File: config.mk
export PLATFORM = sky130hd
export DESIGN_NAME = sfc_plane_dist
export DESIGN_NICKNAME = d
export VERILOG_FILES = /design/src/hdl/sphere_frustum_classify_assert.svh /design/src/hdl/sfc_pkg.sv /design/src/hdl/sfc_plane_dist.sv
export SDC_FILE = /design/constraint.sdc
export NUM_CORES = 2
export LEC_CHECK = 0
export ABC_AREA = 1
export BUFFER_PORTS_ARGS = -buffer_cell sky130_fd_sc_hd__buf_4
export CAP_MARGIN = 10
export CORE_AREA = 3 3 275 277
export CTS_CLUSTER_SIZE = 40
export DETAILED_ROUTE_END_ITERATION = 16
export DIE_AREA = 0 0 278 280
export PLACE_DENSITY = 0.9
export SLEW_MARGIN = 20
export SYNTH_ARGS = -nofsm -noshare
export SYNTH_HDL_FRONTEND = slang
export SYNTH_SLANG_ARGS = --single-unit
File: constraint.sdc
create_clock -name clk -period 5.7 [get_ports clk]
set_input_delay 0.285 -clock clk [delete_from_list [all_inputs] [get_ports clk]]
set_output_delay 0.285 -clock clk [all_outputs]
set_load 0.1 [all_outputs]
File: src/hdl/sphere_frustum_classify_assert.svh
// Assertion macros used by the sphere frustum classifier top level.
// Depends on nothing; included by the top level.
`ifndef SPHERE_FRUSTUM_CLASSIFY_ASSERT_SVH
`define SPHERE_FRUSTUM_CLASSIFY_ASSERT_SVH

// Same-cycle implication, disabled while in reset.
`define SFC_ASSERT_NOW(lbl, clk_i, rst_ni, ante, cons, msg) \
    lbl: assert property (@(posedge clk_i) disable iff (!rst_ni) (ante) |-> (cons)) \
        else $error(msg);

// Next-cycle implication, disabled while in reset.
`define SFC_ASSERT_NEXT(lbl, clk_i, rst_ni, ante, cons, msg) \
    lbl: assert property (@(posedge clk_i) disable iff (!rst_ni) (ante) |=> (cons)) \
        else $error(msg);

`endif

File: src/hdl/sfc_pkg.sv
// Shared types, constants and helpers of the sphere frustum classifier.
// No dependencies.
`default_nettype none

package sfc_pkg;

    localparam int COORD_BITS_DEF = 16;
    localparam int FRAC_BITS_DEF  = 12;

    localparam int PLANE_COUNT = 6;
    localparam int NEAR_PLANE  = 5;
    localparam int HALF_BITS   = 16;
    localparam int PLANE_BITS  = 4 * HALF_BITS;
    localparam int DIST_BITS   = 36;
    localparam int CFG_IDX_W   = 3;

    localparam logic [1:0] CLASS_INSIDE   = 2'd0;
    localparam logic [1:0] CLASS_CLIPPING = 2'd1;
    localparam logic [1:0] CLASS_OUTSIDE  = 2'd2;
    localparam logic [1:0] CLASS_NEAR     = 2'd3;

    localparam logic FUNC_CLASSIFY = 1'b0;
    localparam logic FUNC_NEAR     = 1'b1;

    typedef logic [PLANE_BITS-1:0] plane_t;

    // Per-stage load strobes.
    typedef struct packed {
        logic s1;
        logic s2;
        logic s3;
        logic s4;
        logic s5;
    } pipe_en_t;

    function automatic int max_int(input int a, input int b);
        return (a > b) ? a : b;
    endfunction

endpackage

`default_nettype wire

File: src/hdl/sfc_plane_dist.sv
// Signed distance a*x + b*y + c*z + d of one plane, three register stages.
// Depends on sfc_pkg.
`default_nettype none

module sfc_plane_dist #(
    parameter int COORD_BITS = sfc_pkg::COORD_BITS_DEF,
    parameter int FRAC_BITS  = sfc_pkg::FRAC_BITS_DEF,
    localparam int PROD_W = sfc_pkg::HALF_BITS + COORD_BITS,
    localparam int D_W    = sfc_pkg::HALF_BITS + FRAC_BITS,
    localparam int PS_W   = sfc_pkg::max_int(PROD_W, D_W) + 1,
    localparam int SUM_W  = PS_W + 1
) (
    input  wire logic                          clk,
    input  wire sfc_pkg::pipe_en_t             en,
    input  wire sfc_pkg::plane_t               plane,
    input  wire logic signed [COORD_BITS-1:0]  x,
    input  wire logic signed [COORD_BITS-1:0]  y,
    input  wire logic signed [COORD_BITS-1:0]  z,
    output logic signed [SUM_W-1:0]            pdist
);

    logic signed [PROD_W-1:0] a_ext, b_ext, c_ext, x_ext, y_ext, z_ext;
    logic signed [D_W-1:0]    d_scaled;

    logic signed [PROD_W-1:0] pa_reg, pb_reg, pc_reg;
    logic signed [D_W-1:0]    pd_reg;
    logic signed [PS_W-1:0]   s01_reg, s23_reg;
    logic signed [SUM_W-1:0]  sum_reg;

    assign a_ext = PROD_W'(signed'(plane[15:0]));
    assign b_ext = PROD_W'(signed'(plane[31:16]));
    assign c_ext = PROD_W'(signed'(plane[47:32]));
    assign x_ext = PROD_W'(x);
    assign y_ext = PROD_W'(y);
    assign z_ext = PROD_W'(z);
    assign d_scaled = signed'({plane[63:48], {FRAC_BITS{1'b0}}});

    always_ff @(posedge clk)
    begin
        if (en.s1)
        begin
            pa_reg <= a_ext * x_ext;
            pb_reg <= b_ext * y_ext;
            pc_reg <= c_ext * z_ext;
            pd_reg <= d_scaled;
        end
        if (en.s2)
        begin
            s01_reg <= PS_W'(pa_reg) + PS_W'(pb_reg);
            s23_reg <= PS_W'(pc_reg) + PS_W'(pd_reg);
        end
        if (en.s3)
        begin
            sum_reg <= SUM_W'(s01_reg) + SUM_W'(s23_reg);
        end
    end

    assign pdist = sum_reg;

endmodule

`default_nettype wire

Word level (Yosys, flattened, before mapping):

Index checks and enable logic that the tools add are counted.

* flip-flop bits (word level): 212
* bits of input ports: 118
* output and inout port bits: 34
* word-level logic and storage cells: 13

* add/sub/neg operators: 3
* multiply operators: 3

Operators with widths (count)
* $mul 16x16->32: 3
* $add 33x33->34: 1
* $add 32x28->33: 1
* $add 32x32->33: 1

Logic depth before layout (Yosys ltp):

* depth in word-level cells: 1
* gate-level depth with buffers: 26
* mapped depth without buffers: 24

Worst setup path after synthesis:

Ideal clock, no wire load.

* kind: input to register
* start point: input x[5]
* end point: register pa_reg[31], data pin
* setup time: 0.252 ns
* data arrival time: 5.265 ns
* data required time: 5.448 ns
* slack: 0.183 ns
* stages: 22
* path buffers: 2
* path through: clkbuf_1 > clkbuf_1 > nand2_1 > fa_1 > inv_1 > fa_1 > inv_1 > fa_1 > fa_1 > fa_1 > fa_1 > inv_1 > ha_1 > nand2_1 > nor2_1 > nand2_1 > nor3_1 > nand2_1 > nand3_1 > inv_1 > nand2_1 > nand2_1

* cells in the longest elaborated chain, start to end: 1

Ends and longest elaborated chain
* start, declared: RTL line sfc_plane_dist.sv:16 `input wire logic signed [COORD_BITS-1:0] x,`
* $mul 16x16->32: RTL line sfc_plane_dist.sv:42 `pa_reg <= a_ext * x_ext;`
* end signal, assigned: RTL line sfc_plane_dist.sv:42
* end, declared: RTL line sfc_plane_dist.sv:25 `logic signed [PROD_W-1:0] pa_reg, pb_reg, pc_reg;`

Every way passes these cells.
A chain may end at the register's enable or synchronous reset.

Final worst setup path:

* start point: input plane[31]
* end point: register pb_reg[31], data pin

* cells in the longest elaborated chain, start to end: 1

Ends and longest elaborated chain
* start, declared: RTL line sfc_plane_dist.sv:15 `input wire sfc_pkg::plane_t plane,`
* $mul 16x16->32: RTL line sfc_plane_dist.sv:43 `pb_reg <= b_ext * y_ext;`
* end signal, assigned: RTL line sfc_plane_dist.sv:43
* end, declared: RTL line sfc_plane_dist.sv:25

Every way passes these cells.

==> flow_summary.yaml <==
placement:
  place_area_mm2: 0.0460
  gp_congestion: 0.990
  port_buffers: 149
  dp_hpwl_um: 91700
drt:
  wl_per_cell_um: 16.2
  met1Wirelength_um: 41400
  dr_wl_met3_um: 9660
  viasPerCell: 5.40
  routed_wl_um: 108000
  highest_layer: "met5"
  drcViolationCount: 0
  drt-initial-drc-count: 2924
  drtPass1Iterations: 6
  vias: 35900
  met2WireLength_um: 52000
  detail-route-antenna-nets: 0
critical_path:
  r2r_setup_slack_ns: 3.24
  crit_fanout: 8
  crit_start: "plane[31]"
  path_class: "primary input to register"
  worstPathArrival_ns: 5.54
  rr_startpoint: "pb_reg[0]$_DFFE_PP_"
  end_kind: "register"
  r2r_cells: 11
  reg2reg_to: "s01_reg[32]$_DFFE_PP_"
  start_kind: "primary input"
  worstPathRequired_ns: 5.98
  crit_end: "pb_reg[31]$_DFFE_PP_"
floorplanning:
  fp.dieArea_mm2: 0.0778
  die_h_um: 280
  dieWidth_um: 278
  rows: 99
  pin_count: 152
  core_area_mm2: 0.0731
  start_util: 0.603
clock_tree:
  clk_latency_ns: 0.52
  cts_tree: "built"
  numCtsBuffers: 21
  ctsResizeCount: 0
  clock_sinks: 212
  post_cts_buffers: 0
  clk_pin_slew_ns: 0.07
  cts_hold_buf: 16
  clk_path_buf_depth: 3
  root_buffer: "clkbuf_16"
  cts_max_level: 1
logic_synthesis:
  ys.warnings.count: 0
  synth_nets: 6874
  syn_area_mm2: 0.0440
  yosysUniqueCellTypes: 26
  seq_area_frac_synth: 0.145
  syn_avg_cell_area_um2: 7.82
  netlist_instances: 5636
  synth-seq-cells: 212
global_route:
  grt-ovfl-total: 0
  grt_pass1_vias: 38000
  grt_pass1_wl_um: 180000
  antenna_found_initial: 1
  grt_max_degree: 67
  gr-usage-all-layers: 0.284
layout:
  drive_gt1_frac: 0.0450
  antenna-diode-count: 0
  final_common_cell: "inv_1"
  largest_reg_flops: 34
  area_delta_synth_final_pct: 6.25
  final_area_mm2: 0.0468
  layout_common_cells: "inv_1 (1589), nand2_1 (1553), fa_1 (789)"
  finish.net_count: 6919
  n_fill_cell: 5803
outcome:
  status: "complete, no violations"
timing:
  hold_violations: 0
  relSlewSlack: 0.456
  max_freq_mhz: 190
  worstMarginPinSlew_ns: 0.816
  rsz0062_at_grt: "false"
  clock_skew_ns: 0.0125
  setup_viol: 0
  fin_crit_ns: 5.27
  slew_viol_final: 0
  layout_worst_path_cycle_share: 0.924
job:
  max_cap_violations: 0
hold_path:
  hp-class: "primary input to register"
-- routing by layer --
| layer | up-vias | GRT usage |
|---|---|---|
| li1 | 16600 | - |
| met1 | 17200 | 0.369 |
| met2 | 1759 | 0.490 |
| met3 | 401 | 0.0377 |
| met4 | 2 | 0.104 |
| met5 | - | 0 |
-- layout make-up --
type	instances	area, µm²	area share
multi-input cells	3659	31100	0.664
flip-flops and latches	212	6370	0.136
inverters	1589	5960	0.127
repair buffers	198	1530	0.0326
well taps	959	1200	0.0256
clock buffers	23	533	0.0114
clock inverters	13	155	0.00331
-- through the flow --
stage	setup WS [ns]	std cells	hold slack, ns	utilization	setup TNS, ns
floorplan	0.183	5636	0.384	-	0
global placement	0.124	6601	0.402	0.629	0
detailed placement	-0.0546	6601	0.405	0.629	-0.0546
CTS	0.474	6653	0.173	0.640	0
global route	0.163	6653	0.197	0.640	0
finish	0.435	6653	0.200	0.640	0
-- worst min-delay path by stage --
stage                              from              endpoint  slack, ns  cells after the start
finish                             z[0]   pc_reg[0]$_DFFE_PP_       0.20                      3
global route                       y[0]   pb_reg[0]$_DFFE_PP_       0.20                      3
global placement    pc_reg[8]$_DFFE_PP_  s23_reg[8]$_DFFE_PP_       0.40                      0
floorplan                     plane[48]  pd_reg[12]$_DFFE_PP_       0.38                      0
detailed placement  pc_reg[2]$_DFFE_PP_  s23_reg[2]$_DFFE_PP_       0.40                      0
CTS                                z[0]   pc_reg[0]$_DFFE_PP_       0.17                      3
-- critical path: stages --
cell and delay [ns]:
buf_4 0.15, nand2_1 0.13, inv_1 0.11, fa_1 0.57, fa_1 0.92, fa_1 0.54, fa_1 0.50, fa_1 0.49
inv_1 0.05, fa_1 0.48, inv_1 0.04, ha_1 0.33, a21oi_1 0.22, o21ai_0 0.22, o21bai_1 0.26, nand3_1 0.11
nand3_1 0.08, nand2_1 0.05
-- logic make-up (layout without fill, tap and decap cells) --
| group | after synthesis | after routing | share of synthesized area |
|---|---|---|---|
| buffers and inverters | 1765 | 1823 | 0.150 |
| adders and majority gates | 1120 | 1120 | 0.453 |
| AOI/OAI and AO/OA | 320 | 320 | 0.0384 |
| DFF | 212 | 212 | 0.145 |
| xor gates and xnor gates | 108 | 108 | 0.0215 |
| and+or+nand+nor | 2111 | 2111 | 0.193 |
-- synth_stat cells (all sizes together) --
| cell | instances | area (µm²) |
|---|---|---|
| nand3 | 149 | 751 |
| fa | 789 | 15800 |
| o21bai | 19 | 143 |
| clkbuf | 173 | 649 |
| nor3 | 43 | 245 |
| nor2 | 263 | 1000 |
| inv | 1589 | 5960 |
| buf | 3 | 11.3 |
| nand2 | 1567 | 5920 |
| nand4 | 68 | 425 |
| a21boi | 3 | 22.5 |
| nand3b | 9 | 67.6 |
| xor2 | 88 | 771 |
| edfxtp | 212 | 6370 |
| xnor2 | 20 | 175 |
| a21oi | 183 | 916 |
| ha | 331 | 4140 |
| a21o | 7 | 52.6 |
| or2 | 12 | 75.1 |
| o21ai | 105 | 537 |
| o21a | 3 | 22.5 |
Power is not shown: default switching activity piles up to over one toggle a cycle in this logic, so the estimate is an artifact.
