### src/hdl/sphere_frustum_classify_assert.svh
// Assertion macros used by the sphere frustum classifier top level.
// Depends on nothing; included by the top level.
`ifndef SPHERE_FRUSTUM_CLASSIFY_ASSERT_SVH
`define SPHERE_FRUSTUM_CLASSIFY_ASSERT_SVH

// Same-cycle implication, disabled while in reset.
`define SFC_ASSERT_NOW(lbl, clk_i, rst_ni, ante, cons, msg) \
    lbl: assert property (@(posedge clk_i) disable iff (!rst_ni) (ante) |-> (cons)) \
        else $error(msg);

// Next-cycle implication, disabled while in reset.
`define SFC_ASSERT_NEXT(lbl, clk_i, rst_ni, ante, cons, msg) \
    lbl: assert property (@(posedge clk_i) disable iff (!rst_ni) (ante) |=> (cons)) \
        else $error(msg);

`endif

### src/hdl/sfc_pkg.sv
// Shared types, constants and helpers of the sphere frustum classifier.
// No dependencies.
`default_nettype none

package sfc_pkg;

    localparam int COORD_BITS_DEF = 16;
    localparam int FRAC_BITS_DEF  = 12;

    localparam int PLANE_COUNT = 6;
    localparam int NEAR_PLANE  = 5;
    localparam int HALF_BITS   = 16;
    localparam int PLANE_BITS  = 4 * HALF_BITS;
    localparam int DIST_BITS   = 36;
    localparam int CFG_IDX_W   = 3;

    localparam logic [1:0] CLASS_INSIDE   = 2'd0;
    localparam logic [1:0] CLASS_CLIPPING = 2'd1;
    localparam logic [1:0] CLASS_OUTSIDE  = 2'd2;
    localparam logic [1:0] CLASS_NEAR     = 2'd3;

    localparam logic FUNC_CLASSIFY = 1'b0;
    localparam logic FUNC_NEAR     = 1'b1;

    typedef logic [PLANE_BITS-1:0] plane_t;

    // Per-stage load strobes.
    typedef struct packed {
        logic s1;
        logic s2;
        logic s3;
        logic s4;
        logic s5;
    } pipe_en_t;

    function automatic int max_int(input int a, input int b);
        return (a > b) ? a : b;
    endfunction

endpackage

`default_nettype wire

### src/hdl/sfc_plane_bank.sv
// Six frustum plane registers written through the configuration channel.
// Depends on sfc_pkg.
`default_nettype none

module sfc_plane_bank (
    input  wire logic                          clk,
    input  wire logic                          rst_n,
    input  wire logic                          wr_en,
    input  wire logic [sfc_pkg::CFG_IDX_W-1:0] wr_index,
    input  wire sfc_pkg::plane_t               wr_data,
    output sfc_pkg::plane_t                    planes [sfc_pkg::PLANE_COUNT]
);

    sfc_pkg::plane_t plane_reg [sfc_pkg::PLANE_COUNT];

    always_ff @(posedge clk or negedge rst_n)
    begin
        if (!rst_n)
        begin
            for (int i = 0; i < sfc_pkg::PLANE_COUNT; i++)
            begin
                plane_reg[i] <= '0;
            end
        end
        else if (wr_en)
        begin
            for (int i = 0; i < sfc_pkg::PLANE_COUNT; i++)
            begin
                if (wr_index == sfc_pkg::CFG_IDX_W'(i))
                begin
                    plane_reg[i] <= wr_data;
                end
            end
        end
    end

    // indexes beyond the list match no register
    assign planes = plane_reg;

endmodule

`default_nettype wire

### config.mk
export PLATFORM = sky130hd
export DESIGN_NAME = sfc_plane_bank
export DESIGN_NICKNAME = d
export VERILOG_FILES = /design/src/hdl/sphere_frustum_classify_assert.svh /design/src/hdl/sfc_pkg.sv /design/src/hdl/sfc_plane_bank.sv
export SDC_FILE = /design/constraint.sdc
export NUM_CORES = 1
export LEC_CHECK = 0
export BUFFER_PORTS_ARGS = -buffer_cell sky130_fd_sc_hd__buf_2
export CAP_MARGIN = 15
export CORE_MARGIN = 8
export CORE_UTILIZATION = 50
export CTS_CLUSTER_SIZE = 16
export DETAILED_ROUTE_END_ITERATION = 8
export PLACE_DENSITY = 0.85
export SYNTH_ARGS = -nofsm -noshare
export SYNTH_HDL_FRONTEND = slang
export SYNTH_SLANG_ARGS = --single-unit
### constraint.sdc
create_clock -name clk -period 1.8 [get_ports clk]
set_input_delay 0.36 -clock clk [delete_from_list [all_inputs] [get_ports clk]]
set_output_delay 0.36 -clock clk [all_outputs]
set_load 0.01 [all_outputs]
# Yosys cells after proc, flatten, opt, wreduce, memory -nomap -nowiden
# Cells that the tools add are included.
totals:
  output_inout_bits: 384
  word_cells: 18
  inputBits: 70
  reg_bits: 384
classes:
  eq_ne: 5
  n_reduce_logical: 7
op_table:
  columns: ["operator", "n"]
  rows:
  - ["2-bit AND reduction", 6]
  - ["3-bit by 2-bit equality test with 1-bit output, second input constant", 2]
  - ["3-bit equality test, second input constant", 2]
  - ["3-bit by 1-bit equality test with 1-bit output, second input constant", 1]
  - ["3-bit zero test", 1]

# Logic depth before layout (Yosys ltp)
# Gate-level depths: netlist (run 1).
logic_depth:
  depth_word: 2
  depth_mapped: 4
  depth_no_buf: 2

# Worst setup path after synthesis (run 1)
# Ideal clock, no wire load.
synth_timing:
  path_kind: "in2reg"
  start: "in wr_index[0] (netlist bit)"
  end: "reg plane_reg (netlist bit planes[321])"
  cell_stages: 4
  path_buffers: 2
  arrival_time_ps: 1311
  required_ps: 1675
  setup_slack_ps: 364
  setup_ps: 125
  path_cell_list: "nor4b_2 -> buf_6 -> buf_12 -> mux2_2"
synth_between:
  elab_chain_cells: 2
synth_lines:
  columns: ["item", "line_no", "rtl"]
  rows:
  - ["from (decl)", "sfc_plane_bank.sv:9", "input wire logic [sfc_pkg::CFG_IDX_W-1:0] wr_index,"]
  - ["3-bit zero test", "sfc_plane_bank.sv:29", "if (wr_index == sfc_pkg::CFG_IDX_W'(i))"]
  - ["2-bit AND reduction (no source line)", null, null]
  - ["to (signal, indexed assignment)", "sfc_plane_bank.sv:31", "plane_reg[i] <= wr_data;"]
  - ["to (decl)", "sfc_plane_bank.sv:14", "sfc_pkg::plane_t plane_reg [sfc_pkg::PLANE_COUNT];"]
# Every way passes these cells.
# A chain may end at the register's enable or synchronous reset.

# Worst setup path after layout (run 1)
layout_timing:
  start: "reg plane_reg (netlist bit planes[383])"
  end: "out planes[383] (netlist bit)"
layout_lines:
  columns: ["item", "line_no", "rtl"]
  rows:
  - ["to (decl)", "sfc_plane_bank.sv:11", "output sfc_pkg::plane_t planes [sfc_pkg::PLANE_COUNT]"]
# No word-level cell between the ends.

==> flow_metrics.py, run 1 <==
metrics = {
    "status": {
        "status": "complete, no violations",
    },
    "sta": {
        "setup-violations-final": 0,
        "tns_ns": 0,
        "drv_slew": 0,
        "fmax_ghz": 0.695,
        "tightest_slew_ns": 0.358,
        "slew_headroom_pct": 76.2,
        "min_period_over_period_pct": 79.9,
        "setup_slack_ns": 0.361,
        "fin_worst_skew_ns": 0,
        "hold_slack_ns": 0.147,
        "final.min_clock_period_ns": 1.44,
        "hold_viol": 0,
        "rsz0062_at_grt": "no",
    },
    "synthesis": {
        "synthTopCellsByArea": "dfrtp_1, mux2_4, mux2_2",
        "synth_common_cells": "dfrtp_1, mux2_2, mux2_4",
        "syn_nets": 886,
        "yosys.area.top_type": "dfrtp_1",
        "syn-instance-count": 816,
        "ys_warn_count": 0,
        "synth-main-ff-cell": "dfrtp_1",
        "synth_top_area_share_pct": 62.6,
        "ys_types": 10,
        "yosysMostFrequentCell": "dfrtp_1",
        "netlist_area_mm2": 0.0153,
        "synth.avg_cell_area_um2": 18.8,
        "async_reset_ff_share_pct": 100,
        "yosysSeqAreaShare_pct": 62.6,
        "synth-seq-cells": 384,
        "synth_edf_count": 0,
    },
    "setup_path": {
        "rrSetupSlack_ns": 0.98,
        "r2r_start": "planes[221]$_DFFE_PN0P_",
        "arrival_ns": 1.08,
        "cp_cell_sequence": "buf_2",
        "criticalPathCategory": "reg -> out",
        "crit_buf_inv": 1,
        "max_stage_delay_ns": 0.41,
        "r2r-end": "planes[221]$_DFFE_PN0P_",
        "path_max_fanout": 2,
        "endpoint_kind": "output port",
        "cp.required_ns": 1.44,
        "reg2reg_depth": 1,
        "start_kind": "flip-flop",
        "crit_family": "flip-flops",
        "slowest_stage": "dfrtp_1",
    },
    "drt": {
        "drc": 0,
        "via_per_inst": 5.23,
        "wl_mm": 41.1,
        "via_count": 9052,
        "first_iter_violations": 346,
        "wl_per_cell_um": 23.7,
        "detail-route-antenna-nets": 0,
        "dr.pass1.iters": 4,
    },
    "layout": {
        "nFillCells": 2144,
        "seqCellArea_mm2": 0.00961,
        "largest_reg_flops": 384,
        "areaGrowthSynthToFinish_pct": 26.4,
        "num_antenna_cells": 0,
        "nNetsFinal": 1381,
        "post_route_cells_drive_above_1_share_pct": 70.4,
        "fin_area_mm2": 0.0194,
        "multi_input_area_mm2": 0.00513,
    },
    "global_route": {
        "antenna_found_initial": 0,
        "first_global_vias": 10500,
        "grt_util_met3_pct": 5.56,
        "grt-ovfl-total": 0,
        "grt_util_all_layers_pct": 22.0,
        "grt.met1_usage_pct": 26.0,
        "grt_pass1_wl_mm": 63.2,
        "grt_max_degree": 65,
        "grtUsageMet2_pct": 37.8,
        "grt.busiest_layer": "met2",
    },
    "placed_design": {
        "io_buffers": 453,
        "place_congestion": 0.817,
        "dpl.hpwl_mm": 28.8,
        "dpl_worst_slack_ns": 0.0704,
        "placed_area_mm2": 0.0181,
    },
    "power": {
        "peakVddDrop_uv": 1010,
        "finalPower_mw": 26.2,
        "power.density_mw_per_mm2": 1350,
        "internal_power_mw": 18.8,
        "total_leakage_power_nw": 9.58,
        "p_clk_share_pct": 31.3,
        "seqPwrFrac_pct": 44.7,
        "p_sw_mw": 7.38,
        "pwr-share-comb_pct": 24.1,
        "switching_share_pct": 28.2,
    },
    "min_path": {
        "holdPathEnd": "planes[321]$_DFFE_PN0P_",
        "hold_depth": 2,
        "hp-class": "in -> reg",
        "min_from": "wr_data[1]",
    },
    "die": {
        "initial_utilization_pct": 50.4,
        "row_count": 64,
        "io_pins": 454,
        "die_area_mm2": 0.0365,
        "die_h_um": 191,
        "die_x_um": 191,
        "core_mm2": 0.0304,
    },
    "clock_network": {
        "cts_buffer_depth": 3,
        "numCtsBuffers": 40,
        "clkTransAtPathRegs_ns": 0.06,
        "cts_resized": 0,
        "cts_max_level": 2,
        "cts_root_buf": "clkbuf_16",
        "numClockSinks": 384,
        "clk-insertion-delay-late_ns": 0.51,
        "cts_tree": "done",
    },
    "run": {
        "drv_cap": 0,
    },
}
[area by class of cell]
cell class / instances / area share, %
clock buffers: 55 / 5.82
clock inverters: 12 / 0.845
multi-input cells: 390 / 26.4
flip-flops and latches: 384 / 49.5
well taps: 396 / 2.55
repair buffers: 495 / 14.8
[through the flow]
step,std cells,util (%)
final,1732,63.7
after global routing,1732,63.7
after CTS,1732,63.7
after detailed placement,1664,59.5
after global placement,1664,59.5
after floorplan,816,-
[logic make-up after synthesis]
| kind of cell | Yosys count | share of synthesized area [%] |
|---|---|---|
| buffers and inverters | 42 | 4.08 |
| flip-flops | 384 | 62.6 |
| multiplexers | 384 | 32.8 |
| AND/OR/NAND/NOR | 6 | 0.457 |
[placed cells by master, fill, tap and decap left out]
master | netlist | routed
buf_8 | 0 | 1
dfrtp_1 | 384 | 384
nor4b_4 | 0 | 1
clkbuf_16 | 0 | 41
nand4b_1 | 2 | 2
buf_2 | 2 | 452
clkinv_4 | 0 | 1
bufinv_16 | 0 | 4
clkbuf_1 | 0 | 9
buf_4 | 12 | 19
buf_12 | 24 | 22
dlygate4sd3_1 | 0 | 1
mux2_2 | 194 | 194
and4bb_4 | 0 | 3
clkbuf_8 | 0 | 5
clkinv_2 | 0 | 7
mux2_4 | 190 | 190
[metal layers]
metal  share of wire [%]  wire length [um]  up-vias
li1                    -                 -     3889
met1                  39             15900     4722
met2                  51             20800      347
met3                 7.0              2860       94
met4                 3.8              1570        0
met5                   0                 0        -
[power groups by stage]
stage	clock network [mW]	logic, mW	registers, mW
after floorplan	0	2.37	12.5
after global placement	0	6.19	11.7
after detailed placement	0	6.38	11.8
after CTS	8.33	6.42	11.7
after global routing	8.72	6.73	11.9
final	8.19	6.31	11.7
[worst max-delay path by stage]
stage	slack, ns	depth (start not counted)	from	to
after global placement	0.11	5	wr_index[0]	planes[326]$_DFFE_PN0P_
after CTS	0.33	1	planes[383]$_DFFE_PN0P_	planes[383]
after global routing	0.32	1	planes[383]$_DFFE_PN0P_	planes[383]
after detailed placement	0.07	5	wr_index[0]	planes[322]$_DFFE_PN0P_
after floorplan	0.36	4	wr_index[0]	planes[321]$_DFFE_PN0P_
final	0.36	1	planes[383]$_DFFE_PN0P_	planes[383]
[timing repair]
item	in CTS	in global routing
setup buffers	0	0
hold buffers	1	0
hold endpoints to repair	16	0
No activity file was read; power rests on OpenSTA's default activity.
==> run 2, diff against run 1 <==
Settings changed: CORE_UTILIZATION 50 to 47, PLACE_DENSITY 0.85 to 0.84.
Clock period 1.8 ns to 1.2 ns, I/O delays scaled along.
==> run 2 against run 1 <==
Cell count up 20%; critical path type unchanged; count of clock-buffer cells in the layout down 6; the flow now finishes with violations (negative setup slack); clock power up 51%; sequential share of layout area decreased by 8.1 points; core utilization grew 7.9 points.
==> flow_metrics.py, run 2 (synthesis results as in run 1) <==
metrics = {
    "status": {
        "violations": "negative setup slack",
        "status": "finished with violations",
    },
    "sta": {
        "fin_worst_skew_ns": 0,
        "final.min_clock_period_ns": 1.35,
        "hold_viol": 0,
        "drv_slew": 0,
        "setup-violations-final": 384,
        "tns_ns": -33.99,
        "setup_slack_ns": -0.145,
        "tightest_slew_ns": 0.403,
        "slew_headroom_pct": 73.1,
        "fmax_ghz": 0.743,
        "rsz0062_at_grt": "yes",
        "min_period_over_period_pct": 112,
    },
    "die": {
        "io_pins": 454,
        "die_area_mm2": 0.0387,
        "die_h_um": 197,
        "core_mm2": 0.0324,
        "initial_utilization_pct": 47.4,
        "row_count": 66,
        "die_x_um": 197,
    },
    "drt": {
        "via_count": 10700,
        "first_iter_violations": 450,
        "wl_per_cell_um": 25.4,
        "dr.pass1.iters": 5,
        "drc": 0,
        "via_per_inst": 5.15,
        "detail-route-antenna-nets": 0,
        "wl_mm": 52.9,
    },
    "global_route": {
        "grt_max_degree": 60,
        "antenna_found_initial": 3,
        "grt_pass1_wl_mm": 69.8,
        "grt_util_all_layers_pct": 23.3,
        "grt-ovfl-total": 0,
        "first_global_vias": 11400,
    },
    "setup_path": {
        "cp.required_ns": 0.96,
        "critical_path_depth": 1,
        "crit_buf_inv": 1,
        "path_max_fanout": 2,
        "slowest_stage": "dfrtp_1",
        "critical_path.startpoint": "planes[381]$_DFFE_PN0P_",
        "endpoint_kind": "output port",
        "rrSetupSlack_ns": 0.10,
        "r2r_start": "planes[292]$_DFFE_PN0P_",
        "max_stage_delay_ns": 0.44,
        "criticalPathCategory": "reg -> out",
        "arrival_ns": 1.11,
        "crit_end": "planes[381]",
        "start_kind": "flip-flop",
        "crit_family": "flip-flops",
        "cp_cell_sequence": "buf_6",
        "r2r-end": "planes[292]$_DFFE_PN0P_",
        "reg2reg_depth": 3,
    },
    "placed_design": {
        "place_congestion": 0.793,
        "io_buffers": 453,
        "dpl.hpwl_mm": 29.3,
        "dpl_worst_slack_ns": -0.372,
        "placed_cells": 1734,
        "placed_area_mm2": 0.0185,
    },
    "clock_network": {
        "numClockSinks": 384,
        "clkTransAtPathRegs_ns": 0.06,
        "numCtsBuffers": 39,
        "cts_max_level": 2,
        "cts_tree": "done",
        "clk-insertion-delay-late_ns": 0.51,
        "cts_buffer_depth": 3,
        "cts_root_buf": "clkbuf_16",
    },
    "layout": {
        "fin_area_mm2": 0.0232,
        "areaGrowthSynthToFinish_pct": 51.2,
        "final_cell_mix": "dfrtp_1, buf_4, buf_2, mux2_4, buf_6",
        "post_route_cells_drive_above_1_share_pct": 76.2,
        "nNetsFinal": 1688,
        "final_common_cell": "dfrtp_1",
        "fin_cells": 2086,
        "largest_reg_flops": 384,
    },
    "power": {
        "internal_power_mw": 32.6,
        "p_sw_mw": 13.2,
        "total_leakage_power_nw": 11.6,
        "pwr-share-comb_pct": 33.3,
        "switching_share_pct": 28.8,
        "power.density_mw_per_mm2": 1970,
        "p_clk_share_pct": 27.2,
        "seqPwrFrac_pct": 39.5,
        "finalPower_mw": 45.8,
        "peakVddDrop_uv": 1500,
    },
    "run": {
        "drv_cap": 0,
    },
    "min_path": {
        "hp-class": "in -> reg",
    },
}
-- run 2: cell count changes in the layout (fill, tap and decap cells not counted), moves of 5 or more --
cell      delta
buf_4      +311
clkbuf_1     -5
mux2_4      +50
buf_2      -207
buf_6      +207
mux2_2      -50
-- run 2: through the flow --
step           util, %  hold slack (ns)
3_5_place_dp      57.1            0.135
3_3_place_gp      57.1            0.136
4_1_cts           67.5           0.0173
5_1_grt           71.7           0.0319
2_1_floorplan        -          -0.0556
6_report          71.7           0.0466
-- run 2: how the worst min path moves through the flow --
stage	startpoint	end	cells past startpoint
after floorplan	rst_n	planes[0]$_DFFE_PN0P_	0
after global routing	wr_data[47]	planes[111]$_DFFE_PN0P_	2
after CTS	wr_data[40]	planes[296]$_DFFE_PN0P_	2
after global placement	rst_n	planes[103]$_DFFE_PN0P_	1
final	wr_data[47]	planes[111]$_DFFE_PN0P_	2
after detailed placement	rst_n	planes[103]$_DFFE_PN0P_	1
-- run 2: power by group through the flow --
stage,registers [mW],clock network [mW],logic [mW]
floorplan,18.8,0,3.78
global placement,17.6,0,9.51
detailed placement,17.7,0,9.80
CTS,17.6,12.5,12.9
global route,18.3,13.1,15.9
finish,18.1,12.4,15.2
-- run 2: layer usage --
layer / share of wire, % / vias to the layer above / global-route usage (%) / wire length, um
li1: - / 4483 / - / -
met1: 36 / 5570 / 26.6 / 19100
met2: 52 / 535 / 40.7 / 27700
met3: 6.7 / 151 / 5.59 / 3570
met4: 4.9 / 2 / 11.4 / 2570
met5: 0.030 / - / 0 / 16
-- run 2: timing repair --
item | CTS | global route
setup buffers | 173 | 111
resized for setup | 155 | 84
endpoints found under the hold margin | 295 | 0
hold buffers | 1 | 0
setup endpoints to repair | 384 | 384
gates cloned | 0 | 0
-- run 2: layout make-up --
class                           instances  area (um2)
Fill cell                            1814        9170
Timing Repair Buffer                  803        6440
Sequential cell                       384        9610
Clock inverter                         16         183
Multi-Input combinational cell        390        5320
Tap cell                              442         553
Clock buffer                           49        1100
Antenna cell                            2        5.00
